--- src/hw/rtl/lmvs_pkg.sv ---
// Package for the longest mountain or valley subsequence block.
// Holds sizes, the controller state type and the command and status structs.
// No dependencies.
package lmvs_pkg;

  localparam int unsigned MaxItems = 1024;
  localparam int unsigned IdxW     = $clog2(MaxItems);
  localparam int unsigned CntW     = $clog2(MaxItems + 1);
  localparam int unsigned ValW     = 32;
  localparam int unsigned LenW     = 11;
  localparam logic [LenW-1:0] LenMax = '1;

  typedef enum logic [2:0] {
    StIdle,
    StSrchRd,
    StSrchCmp,
    StPlace,
    StBackInit,
    StBackRd,
    StBackLoad,
    StDone
  } state_e;

  typedef struct packed {
    logic load;
    logic srch_read;
    logic srch_step;
    logic place;
    logic back;
    logic back_init;
    logic back_read;
    logic back_load;
    logic emit;
  } cmd_t;

  typedef struct packed {
    logic full;
    logic last;
    logic search_done;
    logic k_last;
    logic out_busy;
  } status_t;

endpackage

--- src/hw/rtl/lmvs_ctrl.sv ---
// Controller state machine for the mountain or valley search.
// Depends on lmvs_pkg; drives lmvs_dp through command and status structs.
module lmvs_ctrl (
  input  logic             clk_i,
  input  logic             rst_ni,
  input  logic             in_valid_i,
  input  logic             last_i,
  output logic             in_ready_o,
  input  lmvs_pkg::status_t sts_i,
  output lmvs_pkg::cmd_t   cmd_o
);

  lmvs_pkg::state_e state_q, state_d;
  logic back_q, back_d;

  always_ff @(posedge clk_i or negedge rst_ni) begin
    if (!rst_ni) begin
      state_q <= lmvs_pkg::StIdle;
      back_q  <= 1'b0;
    end else begin
      state_q <= state_d;
      back_q  <= back_d;
    end
  end

  always_comb begin
    state_d = state_q;
    back_d  = back_q;
    unique case (state_q)
      lmvs_pkg::StIdle: begin
        if (in_valid_i) begin
          if (!sts_i.full) state_d = lmvs_pkg::StSrchRd;
          else if (last_i) state_d = lmvs_pkg::StBackInit;
        end
      end
      lmvs_pkg::StSrchRd: begin
        if (sts_i.search_done) state_d = lmvs_pkg::StPlace;
        else state_d = lmvs_pkg::StSrchCmp;
      end
      lmvs_pkg::StSrchCmp: state_d = lmvs_pkg::StSrchRd;
      lmvs_pkg::StPlace: begin
        if (!back_q) begin
          state_d = sts_i.last ? lmvs_pkg::StBackInit : lmvs_pkg::StIdle;
        end else begin
          state_d = sts_i.k_last ? lmvs_pkg::StDone : lmvs_pkg::StBackRd;
        end
      end
      lmvs_pkg::StBackInit: begin
        state_d = lmvs_pkg::StBackRd;
        back_d  = 1'b1;
      end
      lmvs_pkg::StBackRd:   state_d = lmvs_pkg::StBackLoad;
      lmvs_pkg::StBackLoad: state_d = lmvs_pkg::StSrchRd;
      lmvs_pkg::StDone: begin
        if (!sts_i.out_busy) begin
          state_d = lmvs_pkg::StIdle;
          back_d  = 1'b0;
        end
      end
      default: state_d = lmvs_pkg::StIdle;
    endcase
  end

  always_comb begin
    cmd_o      = '0;
    cmd_o.back = back_q;
    in_ready_o = 1'b0;
    unique case (state_q)
      lmvs_pkg::StIdle: begin
        in_ready_o = 1'b1;
        cmd_o.load = in_valid_i;
      end
      lmvs_pkg::StSrchRd:   cmd_o.srch_read = !sts_i.search_done;
      lmvs_pkg::StSrchCmp:  cmd_o.srch_step = 1'b1;
      lmvs_pkg::StPlace:    cmd_o.place = 1'b1;
      lmvs_pkg::StBackInit: cmd_o.back_init = 1'b1;
      lmvs_pkg::StBackRd:   cmd_o.back_read = 1'b1;
      lmvs_pkg::StBackLoad: cmd_o.back_load = 1'b1;
      lmvs_pkg::StDone:     cmd_o.emit = !sts_i.out_busy;
      default: ;
    endcase
  end

endmodule

--- config.mk ---
export PLATFORM = sky130hd
export DESIGN_NAME = lmvs_ctrl
export DESIGN_NICKNAME = d
export VERILOG_FILES = /design/src/hw/rtl/lmvs_pkg.sv /design/src/hw/rtl/lmvs_ctrl.sv
export SDC_FILE = /design/constraint.sdc
export NUM_CORES = 1
export LEC_CHECK = 0
export BUFFER_PORTS_ARGS = -buffer_cell sky130_fd_sc_hd__buf_2
export CORE_AREA = 2 2 39 41
export DETAILED_ROUTE_END_ITERATION = 12
export DIE_AREA = 0 0 41 43
export SLEW_MARGIN = 30
export SYNTH_ARGS = -nofsm -noshare
export SYNTH_HDL_FRONTEND = slang
export SYNTH_SLANG_ARGS = --single-unit
--- constraint.sdc ---
create_clock -name clk_i -period 1.99 [get_ports clk_i]
set_input_delay 0.0995 -clock clk_i [delete_from_list [all_inputs] [get_ports clk_i]]
set_output_delay 0.0995 -clock clk_i [all_outputs]
set_load 0.02 [all_outputs]
[Word-level counts from Yosys, hierarchy flattened]
Index checks and enable logic that the tools add are counted.
Operators by class
  equal/unequal tests: 10
  mux-type cells: 20
  reduce and logical (&&, ||, !) cells: 7
Operator list (number)
  $pmux W3 S7: 1
  $mux W3: 6
  $eq A3 B3 Y1 const B: 4
  $mux W1: 11
  $eq A3 B2 Y1 const B: 2
  $ne A2 B2 Y1 const B: 2
  $eq A3 B1 Y1 const B: 1
  $logic_not A3 Y1: 1
  $ne A3 B3 Y1 const B: 1
  $reduce_and A3 Y1: 1
  $logic_not A1 Y1: 2
  $mux W2: 1
  $pmux W1 S2: 1
  $reduce_and A2 Y1: 1
  $reduce_bool A2 Y1: 1
  $reduce_or A2 Y1: 1
Word-level totals
  register bits after elaboration: 4
  bits of input ports: 9
  output and inout port bits: 10
  logic and storage cells: 39

[Longest topological paths before layout]
  word-level depth: 4
  mapped depth: 4
  depth with buffers taken out: 3

[Least setup slack after synthesis]
Ideal clock, no wire load.
  path kind: register to output
  start: register state_q[2]
  end: output cmd_o[8] (netlist name)
  arrival time: 1.368 ns
  data required time: 1.891 ns
  slack: 0.522 ns
  cell stages (with the launch flop): 4
  path buffers: 1
  cells stage by stage: dfrtp_1 buf_4 nor3_1 and2_1
RTL lines
  from (decl): line lmvs_ctrl.sv:13  | lmvs_pkg::state_e state_q, state_d;
  from (signal assigned): line lmvs_ctrl.sv:18  | state_q <= lmvs_pkg::StIdle;
  from (signal assigned): line lmvs_ctrl.sv:21  | state_q <= state_d;
  to (decl): line lmvs_ctrl.sv:10  | output lmvs_pkg::cmd_t cmd_o

==> run metrics <==
Routed WL per cell 10.3 um; Distinct cells, synth 21; VDD IR max 702 uV; max_cap viols 0; total gr overflow 0; Layout Nets 65; CTS resizes 0; vias in the first global route slightly above 300; Crit-path slowest cell dfrtp_1; CTS H-tree lvls 1; # IOs 19; Placer Congestion 0.741; CP Cell Sequence nor3_1 -> and2_1 -> buf_2; Core Util, Final between 30% and 40%; final worst slack 0.584 ns; port buffer count 18; area grow syn2layout 40.7%; clock skew 0.000273 ns; final WL 720 um; largest net degree at the start of global routing 15; syn avg cell area 8.44 um2; fin crit period 1.41 ns; Detailed Route Iter0 Violations 12; Synth top area share 33.9%; Leakage around 0.22 nW; full die area 1760 um2; normalized max-slew margin between 70% and 80%; asr flop ratio synth between 90% and 100%; share of cells above drive strength 1 48.1%; RSZ-0062 raised after global routing no; global-route wire length before repair 1240 um; CP peak stage delay ~0.5 ns; setup TNS 0 ns; n_diodes 0; Hold Fails Final Rpt 0; CTS clock-pin slew for the worst setup and hold paths 0.04 ns; count leader, synth dfrtp_1; Area contributors post-synth dfrtp_1 (34%), buf_4 (7.6%), nor3_2 (6.8%), and3b_1 (5.9%), a31oi_1 (4.2%); Arrival @ worst endpoint roughly 1.3 ns; final hold slack 0.0987 ns; DRT antenna net count 0; gr usage total 11.0%; TritonCTS buffer count 3; Netlist Area Pre-Place 295 um2; initial antenna violation count 0; sequential fraction of the synthesis area 33.9%; Slew @ Worst Pin between 0.4 and 0.5 ns; DR vias/cell 4.60; Residual DRC 0; row cnt 14; Clk Latency, worst-skew pair between 0.2 and 0.25 ns; total iterations of the first detailed-routing run 4; worst-path maximum fanout 14; critical path class flip-flop to output port; die span in x 41 um; Die H 43 um; # clock sinks 4; cell taking the most area after synthesis dfrtp_1; Post-synth EDFFs 0; CP required 1.89 ns; Critical Path Sink Type output port; hold crit path type primary input to flip-flop; PD cells 1600 nW/um2; clock buffer depth 2; TritonCTS clock tree built; Max Freq 711 MHz; Mapped Nets 44; Slew Limit Fails 0; Place WS a little over 0.8 ns; fin crit share 70.6%; Top FF cell, synth dfrtp_1; dpl hpwl 547 um; crit start category flip-flop; cell chosen for the clock root clkbuf_4; Core ar. 1380 um2; Synth Warn # 0; #FFs+latches synth 4; initial core utilization 21.3%; final setup violation count 0; status finished clean; via count 322; Mapped Cells 35; top post-synthesis cells by count dfrtp_1 (4), buf_4 (3)
[power breakdown]
part	total, mW	switching, mW	internal, mW
clock	0.102	0.0340	0.0675
sequential	0.218	0.0961	0.122
combinational	0.344	0.205	0.139
[cells in the final DEF, fill, tap and decap left out, drive strengths merged, types with 2 or more instances in the layout]
| cell | Yosys | final |
|---|---|---|
| nor3 | 4 | 4 |
| and3b | 2 | 2 |
| nand3 | 2 | 2 |
| a31oi | 2 | 2 |
| nand2 | 2 | 2 |
| nor2 | 2 | 2 |
| dfrtp | 4 | 4 |
| buf | 3 | 18 |
| inv | 4 | 4 |
| clkbuf | 0 | 3 |
[per-layer routing]
layer / share of wire [%] / GRT usage [%]
met1: 49 / 14.0
met2: 38 / 13.1
met3: 10 / 6.28
met4: 2.6 / 8.00
met5: 0 / 0
[sequential cells by signal, indices dropped and copies added (netlist names)]
| signal | cells |
|---|---|
| back_q | 1 |
| state_q | 3 |
[final timing paths]
kind                                             start                      to  slack, ns  depth (start not counted)
worst max-delay path            state_q[1]$_DFFE_PN0P_                cmd_o[8]       0.58                          3
worst min-delay path                          sts_i[3]  state_q[2]$_DFFE_PN0P_        0.1                          3
worst max register to register  state_q[1]$_DFFE_PN0P_  state_q[0]$_DFFE_PN0P_       0.86                          3
worst min register to register      back_q$_DFFE_PN0P_      back_q$_DFFE_PN0P_       0.59                          2
max in group asynchronous                       rst_ni  state_q[1]$_DFFE_PN0P_       1.68                          2
min in group asynchronous                       rst_ni  state_q[2]$_DFFE_PN0P_       0.20                          2
[kinds of logic (layout without fill, tap and decap cells)]
family / after synthesis / count (layout) / share of synthesized area, %
compound gates: 9 / 9 / 20.3
simple gates: 15 / 15 / 33.1
flops: 4 / 4 / 33.9
buf+inv: 7 / 26 / 12.7
[area by class of cell]
type	instances	area (um2)
timing repair buffer	19	100
clock buffer	3	22.5
multi-input combinational	24	158
sequential	4	100
fill	165	968
tap	16	20.0
inverter	4	15.0
[what timing repair did]
item | 4_1_cts | 5_1_grt
hold endpoints to repair | 4 | 0
endpoints found under the setup margin | 0 | 0
hold buffers | 1 | 0
buffers inserted | 0 | 0
[worst max-delay path, delay by kind of cell, from the launching register on]
family	cells	cell delay [ns]
buf+inv	1	0.15
simple gates	2	0.41
flops	1	0.51
[through the flow]
stage / total power [mW] / instance area (um2) / std cells
after floorplan: 0.487 / 295 / 35
after global placement: 0.563 / 383 / 66
after detailed placement: 0.564 / 383 / 66
after CTS: 0.673 / 415 / 70
after global routing: 0.729 / 415 / 70
final: 0.663 / 415 / 70
(Power assumes the default switching activity.)
